--- src/rtl/alsched_pkg.sv ---
// Shared types and constants of the alarm slot scheduler.
// No dependencies; every other file but alsched_if.sv imports this package.
package alsched_pkg;

	localparam int SLOTS       = 16;
	localparam int SLOT_W      = (SLOTS > 1) ? $clog2(SLOTS) : 1;
	localparam int LATE_LIMIT  = 60;
	localparam int MAX_RESULTS = 16;
	localparam int CNT_W       = $clog2(MAX_RESULTS + 1);

	localparam logic [4:0]  NO_HOUR    = 5'd31;
	localparam logic [4:0]  HOURS_DAY  = 5'd24;
	localparam logic [3:0]  ANY_DAY    = 4'hF;
	localparam logic [24:0] ONE_SHOT   = 25'h1FFFFFF;

	typedef enum logic [1:0] {
		MODE_TICK       = 2'd0,
		MODE_ADD_HOURLY = 2'd1,
		MODE_ADD_TIMED  = 2'd2,
		MODE_CLEAR      = 2'd3
	} mode_t;

	typedef enum logic [1:0] {
		RSP_FIRED    = 2'd0,
		RSP_ADDED    = 2'd1,
		RSP_REJECTED = 2'd2,
		RSP_NONE     = 2'd3
	} rsp_code_t;

	typedef enum logic [1:0] {
		CTL_IDLE  = 2'd0,
		CTL_WALK  = 2'd1,
		CTL_FLUSH = 2'd2
	} ctl_state_t;

	// Controller to datapath.
	typedef struct packed {
		logic ready;  // take a request beat when one is offered
		logic step;   // process the current slot of the walk
		logic flush;  // emit the closing beat of a tick
	} ctl_cmd_t;

	// Datapath to controller.
	typedef struct packed {
		logic req_valid;  // a request beat is offered
		logic req_tick;   // the offered beat is a tick
		logic out_free;   // the output register can take a beat this cycle
		logic walk_last;  // the walk sits on the last slot
	} dp_sts_t;

endpackage

--- src/rtl/alsched_if.sv ---
// Handshake channels of the alarm slot scheduler: request and response.
// Standalone; the payload widths follow the fixed field widths.
interface alsched_req_if;
	logic               valid;
	logic               ready;
	logic [1:0]         mode;
	logic [31:0]        current_time;
	logic [2:0]         current_weekday;
	logic [4:0]         current_hour;
	logic signed [3:0]  weekday_filter;
	logic [23:0]        hour_mask;
	logic [31:0]        start_time;
	logic signed [24:0] repeat_interval;

	modport source (output valid, mode, current_time, current_weekday, current_hour,
		weekday_filter, hour_mask, start_time, repeat_interval, input ready);
	modport sink (input valid, mode, current_time, current_weekday, current_hour,
		weekday_filter, hour_mask, start_time, repeat_interval, output ready);
endinterface

interface alsched_rsp_if;
	logic       valid;
	logic       ready;
	logic [1:0] status;
	logic [3:0] slot_index;
	logic       is_last;

	modport source (output valid, status, slot_index, is_last, input ready);
	modport sink (input valid, status, slot_index, is_last, output ready);
endinterface

--- src/rtl/alarm_slot_scheduler.sv ---
// Alarm slot scheduler: a sixteen-entry table of hourly and timed alarms.
// Add and clear requests place their single beat in the output register in the cycle after
// acceptance. A tick walks the table one slot per cycle while the output register is free:
// a walk step for each of the SLOTS slots, then a closing beat. A new request is taken in
// the cycle the last beat of the previous one leaves. Reset clears the used bits, the last
// tick time and the control state at once.
module alarm_slot_scheduler (
	input logic           clk,
	input logic           arst_n,
	alsched_req_if.sink   req,
	alsched_rsp_if.source rsp
);
	import alsched_pkg::*;

	// The controller only sequences; every table access, comparison and the
	// output register live in the datapath.
	ctl_cmd_t cmd;
	dp_sts_t  sts;

	// Controller: idle (accept requests), walk the slots, then close the tick
	// with its final beat. It advances only when the output register is free,
	// so a stalled response side freezes the walk without losing a beat.
	alsched_ctrl u_ctrl (
		.clk    (clk),
		.arst_n (arst_n),
		.sts    (sts),
		.cmd    (cmd)
	);

	// Datapath: the slot table, the per-slot evaluation, and a one-deep hold
	// of the latest firing, so that the last beat of a tick can be flagged
	// once the walk knows no later slot fires.
	alsched_dp u_dp (
		.clk    (clk),
		.arst_n (arst_n),
		.req    (req),
		.rsp    (rsp),
		.cmd    (cmd),
		.sts    (sts)
	);

endmodule

--- src/rtl/alsched_ctrl.sv ---
// Sequencing state machine of the alarm slot scheduler.
// Depends on alsched_pkg; talks to alsched_dp through ctl_cmd_t and dp_sts_t.
module alsched_ctrl (
	input  logic                  clk,
	input  logic                  arst_n,
	input  alsched_pkg::dp_sts_t  sts,
	output alsched_pkg::ctl_cmd_t cmd
);
	import alsched_pkg::*;

	ctl_state_t state_q, state_d;

	always_ff @(posedge clk or negedge arst_n) begin
		if (!arst_n) begin
			state_q <= CTL_IDLE;
		end else begin
			state_q <= state_d;
		end
	end

	always_comb begin
		state_d = state_q;
		case (state_q)
			CTL_IDLE: begin
				if (sts.req_valid && sts.out_free && sts.req_tick) begin
					state_d = CTL_WALK;
				end
			end
			CTL_WALK: begin
				if (sts.out_free && sts.walk_last) begin
					state_d = CTL_FLUSH;
				end
			end
			CTL_FLUSH: begin
				if (sts.out_free) begin
					state_d = CTL_IDLE;
				end
			end
			default: begin
				state_d = CTL_IDLE;
			end
		endcase
	end

	always_comb begin
		cmd = '0;
		case (state_q)
			CTL_IDLE:  cmd.ready = sts.out_free;
			CTL_WALK:  cmd.step  = sts.out_free;
			CTL_FLUSH: cmd.flush = sts.out_free;
			default:   cmd = '0;
		endcase
	end

endmodule

--- src/rtl/alsched_dp.sv ---
// Datapath of the alarm slot scheduler: slot table, walk logic, output register.
// Depends on alsched_pkg and the alsched_req_if / alsched_rsp_if channels.
module alsched_dp (
	input  logic                  clk,
	input  logic                  arst_n,
	alsched_req_if.sink           req,
	alsched_rsp_if.source         rsp,
	input  alsched_pkg::ctl_cmd_t cmd,
	output alsched_pkg::dp_sts_t  sts
);
	import alsched_pkg::*;

	// Slot table. Only the used bits are reset; the fields are written by an add
	// before any tick can read them.
	logic [SLOTS-1:0] used_q;
	logic             kind_q     [SLOTS];
	logic [3:0]       wday_q     [SLOTS];
	logic [23:0]      hours_q    [SLOTS];
	logic [4:0]       last_hour_q[SLOTS];
	logic [31:0]      due_q      [SLOTS];
	logic [24:0]      ival_q     [SLOTS];
	logic             fin_q      [SLOTS];
	logic [31:0]      last_tick_q;

	// Tick being walked.
	logic [31:0]       cur_q;
	logic [2:0]        tick_wday_q;
	logic [4:0]        tick_hour_q;
	logic [SLOT_W-1:0] idx_q;
	logic [CNT_W-1:0]  cnt_q;
	logic              pend_valid_q;
	logic [SLOT_W-1:0] pend_idx_q;

	// Output register.
	logic       out_valid_q;
	logic [1:0] out_status_q;
	logic [3:0] out_slot_q;
	logic       out_last_q;

	logic load;
	logic out_free;

	assign out_free  = !out_valid_q || rsp.ready;
	assign load      = req.valid && cmd.ready;
	assign req.ready = cmd.ready;

	assign sts.req_valid = req.valid;
	assign sts.req_tick  = (req.mode == MODE_TICK);
	assign sts.out_free  = out_free;
	assign sts.walk_last = (idx_q == SLOT_W'(SLOTS - 1));

	assign rsp.valid      = out_valid_q;
	assign rsp.status     = out_status_q;
	assign rsp.slot_index = out_slot_q;
	assign rsp.is_last    = out_last_q;

	// Lowest free slot for an add.
	logic              have_free;
	logic [SLOT_W-1:0] free_idx;

	always_comb begin
		have_free = 1'b0;
		free_idx  = '0;
		for (int i = SLOTS - 1; i >= 0; i--) begin
			if (!used_q[i]) begin
				have_free = 1'b1;
				free_idx  = SLOT_W'(i);
			end
		end
	end

	// Evaluation of the slot under the walk pointer.
	logic        s_used, s_kind, s_fin;
	logic [31:0] s_due;
	logic [24:0] s_ival;
	logic [31:0] hours_ext;
	logic        wmatch, listed;
	logic        cur_ge_due;
	logic [31:0] late_gap;
	logic        fire;
	logic        wr_hour;
	logic [4:0]  new_hour;
	logic        wr_due;
	logic [31:0] new_due;
	logic        set_fin;
	logic        release_slot;

	always_comb begin
		s_used     = used_q[idx_q];
		s_kind     = kind_q[idx_q];
		s_fin      = fin_q[idx_q];
		s_due      = due_q[idx_q];
		s_ival     = ival_q[idx_q];
		hours_ext  = {8'h00, hours_q[idx_q]};
		wmatch     = (wday_q[idx_q] == ANY_DAY) || (wday_q[idx_q] == {1'b0, tick_wday_q});
		listed     = (tick_hour_q < HOURS_DAY) && hours_ext[tick_hour_q];
		cur_ge_due = (cur_q >= s_due);
		late_gap   = cur_q - s_due;
		new_due    = cur_q + {{7{s_ival[24]}}, s_ival};

		fire         = 1'b0;
		wr_hour      = 1'b0;
		new_hour     = listed ? tick_hour_q : NO_HOUR;
		wr_due       = 1'b0;
		set_fin      = 1'b0;
		release_slot = 1'b0;

		if (s_used) begin
			if (!s_kind) begin
				// Hourly: fire on entering a listed hour, re-arm when unlisted.
				if (wmatch) begin
					wr_hour = 1'b1;
					fire    = listed && (last_hour_q[idx_q] != tick_hour_q);
				end
			end else if (s_fin) begin
				release_slot = 1'b1;
			end else if (cur_ge_due) begin
				if (s_ival == ONE_SHOT) begin
					set_fin = 1'b1;
					fire    = (late_gap <= 32'(LATE_LIMIT));
				end else begin
					wr_due = 1'b1;
					fire   = 1'b1;
				end
			end
		end
	end

	logic report;
	assign report = cmd.step && fire && (cnt_q < CNT_W'(MAX_RESULTS));

	logic add_hourly_ok, add_timed_ok;
	assign add_hourly_ok = load && (req.mode == MODE_ADD_HOURLY) && have_free
		&& (req.hour_mask != '0);
	assign add_timed_ok  = load && (req.mode == MODE_ADD_TIMED) && have_free;

	// Slot fields: no reset.
	always_ff @(posedge clk) begin
		if (add_hourly_ok) begin
			kind_q[free_idx]      <= 1'b0;
			wday_q[free_idx]      <= req.weekday_filter;
			hours_q[free_idx]     <= req.hour_mask;
			last_hour_q[free_idx] <= NO_HOUR;
		end
		if (add_timed_ok) begin
			kind_q[free_idx] <= 1'b1;
			due_q[free_idx]  <= (req.start_time == '0) ? last_tick_q : req.start_time;
			ival_q[free_idx] <= req.repeat_interval;
			fin_q[free_idx]  <= 1'b0;
		end
		if (cmd.step) begin
			if (wr_hour) begin
				last_hour_q[idx_q] <= new_hour;
			end
			if (wr_due) begin
				due_q[idx_q] <= new_due;
			end
			if (set_fin) begin
				fin_q[idx_q] <= 1'b1;
			end
		end
	end

	// Tick operands and pending result: payload only.
	always_ff @(posedge clk) begin
		if (load && (req.mode == MODE_TICK)) begin
			cur_q       <= req.current_time;
			tick_wday_q <= req.current_weekday;
			tick_hour_q <= req.current_hour;
		end
		if (report) begin
			pend_idx_q <= idx_q;
		end
	end

	// Control state and registered output beat.
	always_ff @(posedge clk or negedge arst_n) begin
		if (!arst_n) begin
			used_q       <= '0;
			last_tick_q  <= '0;
			idx_q        <= '0;
			cnt_q        <= '0;
			pend_valid_q <= 1'b0;
			out_valid_q  <= 1'b0;
			out_status_q <= RSP_NONE;
			out_slot_q   <= '0;
			out_last_q   <= 1'b0;
		end else begin
			if (rsp.ready) begin
				out_valid_q <= 1'b0;
			end

			if (load) begin
				case (req.mode)
					MODE_TICK: begin
						last_tick_q  <= req.current_time;
						idx_q        <= '0;
						cnt_q        <= '0;
						pend_valid_q <= 1'b0;
					end
					MODE_ADD_HOURLY, MODE_ADD_TIMED: begin
						out_valid_q <= 1'b1;
						out_last_q  <= 1'b1;
						if (add_hourly_ok || add_timed_ok) begin
							used_q[free_idx] <= 1'b1;
							out_status_q     <= RSP_ADDED;
							out_slot_q       <= 4'(free_idx);
						end else begin
							out_status_q <= RSP_REJECTED;
							out_slot_q   <= '0;
						end
					end
					MODE_CLEAR: begin
						used_q       <= '0;
						out_valid_q  <= 1'b1;
						out_status_q <= RSP_NONE;
						out_slot_q   <= '0;
						out_last_q   <= 1'b1;
					end
					default: begin
						out_valid_q <= 1'b0;
					end
				endcase
			end

			if (cmd.step) begin
				idx_q <= idx_q + SLOT_W'(1);
				if (release_slot) begin
					used_q[idx_q] <= 1'b0;
				end
				if (report) begin
					cnt_q        <= cnt_q + CNT_W'(1);
					pend_valid_q <= 1'b1;
					// A newer firing proves the held one is not the last beat.
					if (pend_valid_q) begin
						out_valid_q  <= 1'b1;
						out_status_q <= RSP_FIRED;
						out_slot_q   <= 4'(pend_idx_q);
						out_last_q   <= 1'b0;
					end
				end
			end

			if (cmd.flush) begin
				out_valid_q  <= 1'b1;
				out_last_q   <= 1'b1;
				pend_valid_q <= 1'b0;
				if (pend_valid_q) begin
					out_status_q <= RSP_FIRED;
					out_slot_q   <= 4'(pend_idx_q);
				end else begin
					out_status_q <= RSP_NONE;
					out_slot_q   <= '0;
				end
			end
		end
	end

endmodule
--- src/flat_wrapper.sv ---
// flat-port wrapper written by rule: the top's interface ports become plain ports
module alarm_slot_scheduler_flat import alsched_pkg::*;
  (clk, arst_n, req_valid, req_mode, req_current_time, req_current_weekday, req_current_hour, req_weekday_filter, req_hour_mask, req_start_time, req_repeat_interval, req_ready, rsp_valid, rsp_status, rsp_slot_index, rsp_is_last, rsp_ready);
  alsched_req_if req_i ();
  alsched_rsp_if rsp_i ();
  input logic clk;
  input logic arst_n;
  input wire logic [$bits(req_i.valid)-1:0] req_valid;
  input wire logic [$bits(req_i.mode)-1:0] req_mode;
  input wire logic [$bits(req_i.current_time)-1:0] req_current_time;
  input wire logic [$bits(req_i.current_weekday)-1:0] req_current_weekday;
  input wire logic [$bits(req_i.current_hour)-1:0] req_current_hour;
  input wire logic [$bits(req_i.weekday_filter)-1:0] req_weekday_filter;
  input wire logic [$bits(req_i.hour_mask)-1:0] req_hour_mask;
  input wire logic [$bits(req_i.start_time)-1:0] req_start_time;
  input wire logic [$bits(req_i.repeat_interval)-1:0] req_repeat_interval;
  output wire logic [$bits(req_i.ready)-1:0] req_ready;
  output wire logic [$bits(rsp_i.valid)-1:0] rsp_valid;
  output wire logic [$bits(rsp_i.status)-1:0] rsp_status;
  output wire logic [$bits(rsp_i.slot_index)-1:0] rsp_slot_index;
  output wire logic [$bits(rsp_i.is_last)-1:0] rsp_is_last;
  input wire logic [$bits(rsp_i.ready)-1:0] rsp_ready;
  assign req_i.valid = req_valid;
  assign req_i.mode = req_mode;
  assign req_i.current_time = req_current_time;
  assign req_i.current_weekday = req_current_weekday;
  assign req_i.current_hour = req_current_hour;
  assign req_i.weekday_filter = req_weekday_filter;
  assign req_i.hour_mask = req_hour_mask;
  assign req_i.start_time = req_start_time;
  assign req_i.repeat_interval = req_repeat_interval;
  assign req_ready = req_i.ready;
  assign rsp_valid = rsp_i.valid;
  assign rsp_status = rsp_i.status;
  assign rsp_slot_index = rsp_i.slot_index;
  assign rsp_is_last = rsp_i.is_last;
  assign rsp_i.ready = rsp_ready;
  alarm_slot_scheduler u_core (.clk(clk), .arst_n(arst_n), .req(req_i), .rsp(rsp_i));
endmodule
--- config.mk ---
export PLATFORM = sky130hd
export DESIGN_NAME = alarm_slot_scheduler_flat
export DESIGN_NICKNAME = d
export VERILOG_FILES = /design/src/rtl/alsched_pkg.sv /design/src/rtl/alsched_if.sv /design/src/rtl/alarm_slot_scheduler.sv /design/src/rtl/alsched_ctrl.sv /design/src/rtl/alsched_dp.sv /design/src/flat_wrapper.sv
export SDC_FILE = /design/constraint.sdc
export NUM_CORES = 2
export LEC_CHECK = 0
export ABC_AREA = 1
export BUFFER_PORTS_ARGS = -buffer_cell sky130_fd_sc_hd__buf_2
export CAP_MARGIN = 40
export CORE_AREA = 2 2 272 475
export DETAILED_ROUTE_END_ITERATION = 16
export DIE_AREA = 0 0 274 477
export GPL_ROUTABILITY_DRIVEN = 1
export PLACE_DENSITY = 0.74
export SLEW_MARGIN = 25
export SYNTH_ARGS = -nofsm -noshare
export SYNTH_HDL_FRONTEND = slang
export SYNTH_HIERARCHICAL = 1
export SYNTH_SLANG_ARGS = --single-unit
--- constraint.sdc ---
create_clock -name clk -period 8.8 [get_ports clk]
set_clock_uncertainty 0.05 [all_clocks]
set_input_delay 0.88 -clock clk [delete_from_list [all_inputs] [get_ports clk]]
set_output_delay 0.88 -clock clk [all_outputs]
set_load 0.01 [all_outputs]
==> impl_metrics.py <==
metrics = {
    "placement": {
        "dp_hpwl_um": 143000,
        "gp_congestion": 0.966,
        "io_buffers": 139,
        "placed_cells_incl_taps": 8619,
    },
    "detailed_routing": {
        "vias": 56400,
        "drcViolationCount": 0,
        "routedWlPerCell_um": 25.9,
        "drt_first_pass_iters": 6,
        "via_per_inst": 6.33,
        "ant_nets": 0,
        "wl_um": 230000,
        "drt_iter0_drc": 6654,
    },
    "clock_tree": {
        "numCtsBuffers": 141,
        "clock_path_buffers": 3,
        "h-tree-depth": 4,
        "cts_setup_buffers": 0,
        "ctsRootBufferMaster": "clkbuf_16",
        "clock_sinks": 1584,
        "hold_buffers": 1,
        "clock_latency_ns": 0.80,
        "cts.repair.resized": 0,
        "cts_tree": "yes",
        "clkTransAtPathRegs_ns": 0.06,
    },
    "timing": {
        "fmax_mhz": 142,
        "setup_tns_ns": 0,
        "fin_crit_sh_pct": 80.1,
        "slew_headroom_pct": 34.0,
        "drv_slew": 0,
        "hold_viol": 0,
        "period_minus_slack_ns": 7.05,
        "rsz0062_at_grt": "false",
        "setup_violations": 0,
        "worstMarginPinSlew_ns": 0.990,
    },
    "setup_path": {
        "arrival_ns": 7.51,
        "path_cells": "inv_8 > buf_4 > o21ai_0 > o22ai_1 > a22o_1 > a221oi_1 > ha_1 > nand2_1 > nor2_1 > nand2_1 > nor2_1 > nand2_1 > nand3_1 > o21ai_0 > nand2_1 > nand2_1 > nand3_1 > nand2_1 > nor2_2 > nand2_4 > buf_4 > nor2_8 > buf_4 > o21ai_1",
        "cp_top_family": "simple AND/OR/NAND/NOR gates",
        "ff2ff_path_depth": 24,
        "slowest_delay_ns": 0.82,
        "crit_start": "u_core/u_dp/idx_q[0]",
        "cp_num_buf_inv": 4,
        "critPathMaxFanout": 107,
        "crit_slowest_cell": "dfrtp_4",
        "cpMostUsedCell": "nand2_1",
        "r2r_start": "u_core/u_dp/idx_q[0]",
        "worstSetupStartpointType": "flip-flop",
        "criticalPathCategory": "reg2reg",
        "cp.depth": 24,
        "crit_required_ns": 9.26,
        "endpoint_kind": "flip-flop",
    },
    "yosys": {
        "netlist_instances": 7135,
        "ys_seq_elements": 1584,
        "synth_area_sq_um": 72900,
        "yosys_warnings": 6,
        "synth_edf_count": 1500,
        "yosysUniqueCellTypes": 47,
        "avgSynthCellArea_sq_um": 10.2,
        "synth_fp_nets": 7339,
        "yosysSeqAreaShare_pct": 64.6,
        "synthArstFlopShare_pct": 4.29,
        "synthFlopType": "edfxtp_1",
    },
    "global_routing": {
        "grt_overflow": 0,
        "grt_pass1_wl_um": 333000,
        "antenna_found_initial": 8,
        "grt.total_usage_pct": 34.7,
        "first_global_vias": 53900,
        "grt_max_degree": 172,
    },
    "floorplan": {
        "initial_utilization_pct": 57.5,
        "top_level_ports": 140,
        "dieArea_sq_um": 131000,
        "die_h_um": 477,
        "rows": 173,
        "die_x_um": 274,
        "core_area_sq_um": 127000,
    },
    "run_status": {
        "status": "finished clean",
    },
    "power": {
        "peakVddDrop_mv": 0.338,
        "power_density_nw_per_um2": 350,
        "leakagePower_nw": 27.6,
    },
    "cells_and_area": {
        "drive_gt1_share_pct": 9.14,
        "syn2layout_area_growth_pct": 11.0,
        "fillCellCount": 9685,
        "nNetsFinal": 7318,
        "final_cells": 8899,
    },
    "worst_hold_path": {
        "hold_path.class": "in2reg",
        "hold_start": "req_current_hour[1]",
        "hold_depth": 1,
    },
    "job": {
        "cap_viol_max_count": 0,
    },
}
registers in the layout, summed over array words and instances, names as in the netlist, 5 cells and up:
signal,count
u_core/u_dp/due_q,512
u_core/u_dp/ival_q,400
u_core/u_dp/hours_q,384
u_core/u_dp/last_hour_q,80
u_core/u_dp/wday_q,64
u_core/u_dp/cur_q,32
u_core/u_dp/last_tick_q,32
u_core/u_dp/fin_q,16
u_core/u_dp/kind_q,16
u_core/u_dp/used_q,16
u_core/u_dp/cnt_q,5
u_core/u_dp/tick_hour_q,5
Yosys cell counts (2+ instances only):
library cell	count	area [sq um]
a21boi_0	2	15.0
a21oi_1	150	751
a221oi_1	31	272
a22o_1	31	272
a31oi_1	6	37.5
and2_1	2	12.5
buf_1	10	37.5
buf_2	189	946
buf_4	34	255
buf_6	11	124
clkbuf_1	246	923
clkinv_1	2	7.51
dfrtp_1	66	1650
dfstp_2	2	52.6
dfxtp_1	16	320
edfxtp_1	1500	45000
ha_1	72	901
inv_1	247	927
inv_2	6	22.5
nand2_1	1464	5500
nand3_1	135	676
nand3b_1	7	52.6
nand4_1	66	413
nor2_1	1059	3980
nor2_2	8	50.1
nor2_4	3	33.8
nor2_8	10	200
nor3_1	37	185
nor3_2	3	30.0
nor4_1	19	119
o211ai_1	5	37.5
o21a_1	7	52.6
o21ai_0	978	4890
o21ai_1	387	1940
o21bai_1	4	30.0
o221ai_1	2	17.5
o22ai_1	271	1700
o31ai_1	4	30.0
xnor2_1	14	123
xor2_1	22	193
cells by family (layout without fill, tap and decap cells):
kind of cell	count (synthesis)	after routing	share of synthesized area, %
AOI/OAI and AO/OA	1882	1882	13.8
xor gates and xnor gates	36	36	0.432
adders and majority gates	73	73	1.26
other	0	9	0
buffers and inverters	746	839	4.48
and+or+nand+nor	2814	2814	15.4
DFF	1584	1584	64.6
metrics by stage:
stage / hold slack [ns] / setup slack, ns / area [sq um] / util, % / total power, mW
floorplan: 0.373 / 1.89 / 72900 / - / 16.7
global placement: 0.385 / 2.03 / 75100 / 59.2 / 21.0
detailed placement: 0.396 / 2.04 / 76000 / 59.9 / 21.6
CTS: 0.157 / 2.01 / 80700 / 63.6 / 27.9
global route: 0.178 / 1.56 / 80900 / 63.8 / 29.5
finish: 0.207 / 1.75 / 81000 / 63.8 / 28.4
power by group:
part / total [mW] / leakage, nW / switching (mW) / internal, mW
sequential: 8.66 / 14.2 / 0.187 / 8.47
combinational: 13.4 / 11.1 / 9.78 / 3.61
clock: 6.30 / 2.26 / 2.83 / 3.47
total: 28.4 / 27.6 / 12.8 / 15.6
cells in the final DEF, fill, tap and decap left out, types with 64 or more instances in the layout:
| cell | n |
|---|---|
| edfxtp_1 | 1500 |
| nand2_1 | 1462 |
| nor2_1 | 1037 |
| o21ai_0 | 962 |
| o21ai_1 | 387 |
| o22ai_1 | 271 |
| inv_1 | 245 |
| clkbuf_16 | 143 |
| buf_2 | 138 |
| nand3_1 | 135 |
| a21oi_1 | 123 |
| buf_4 | 109 |
| ha_1 | 72 |
| nand4_1 | 66 |
| dfrtp_1 | 64 |
per-layer routing:
layer  track usage (%)  share of wire (%)
met1              38.7                 32
met2              57.8                 49
met3              7.41                9.9
met5                 0             0.0078
met4              26.9                8.9
cell type report:
class,count,area (sq um),share of cell area (%)
repair buffers,327,2830,3.50
inverters,255,976,1.21
clock buffers,171,3720,4.60
multi-input cells,4805,23300,28.7
flip-flops and latches,1584,47100,58.1
clock inverters,86,986,1.22
well taps,1662,2080,2.57
diodes,9,22.5,0.0278
worst paths after layout:
| kind | to | slack (ns) |
|---|---|---|
| worst max-delay path | u_core/u_dp/due_q[7][25] | 1.75 |
| worst min-delay path | u_core/u_dp/tick_hour_q[1] | 0.21 |
| worst max register to register | u_core/u_dp/due_q[7][25] | 1.75 |
| worst min register to register | u_core/u_dp/fin_q[14] | 0.41 |
| max in group asynchronous | u_core/u_dp/idx_q[1] | 7.05 |
| min in group asynchronous | u_core/u_dp/last_tick_q[27] | 0.53 |
(Power assumes the default switching activity.)
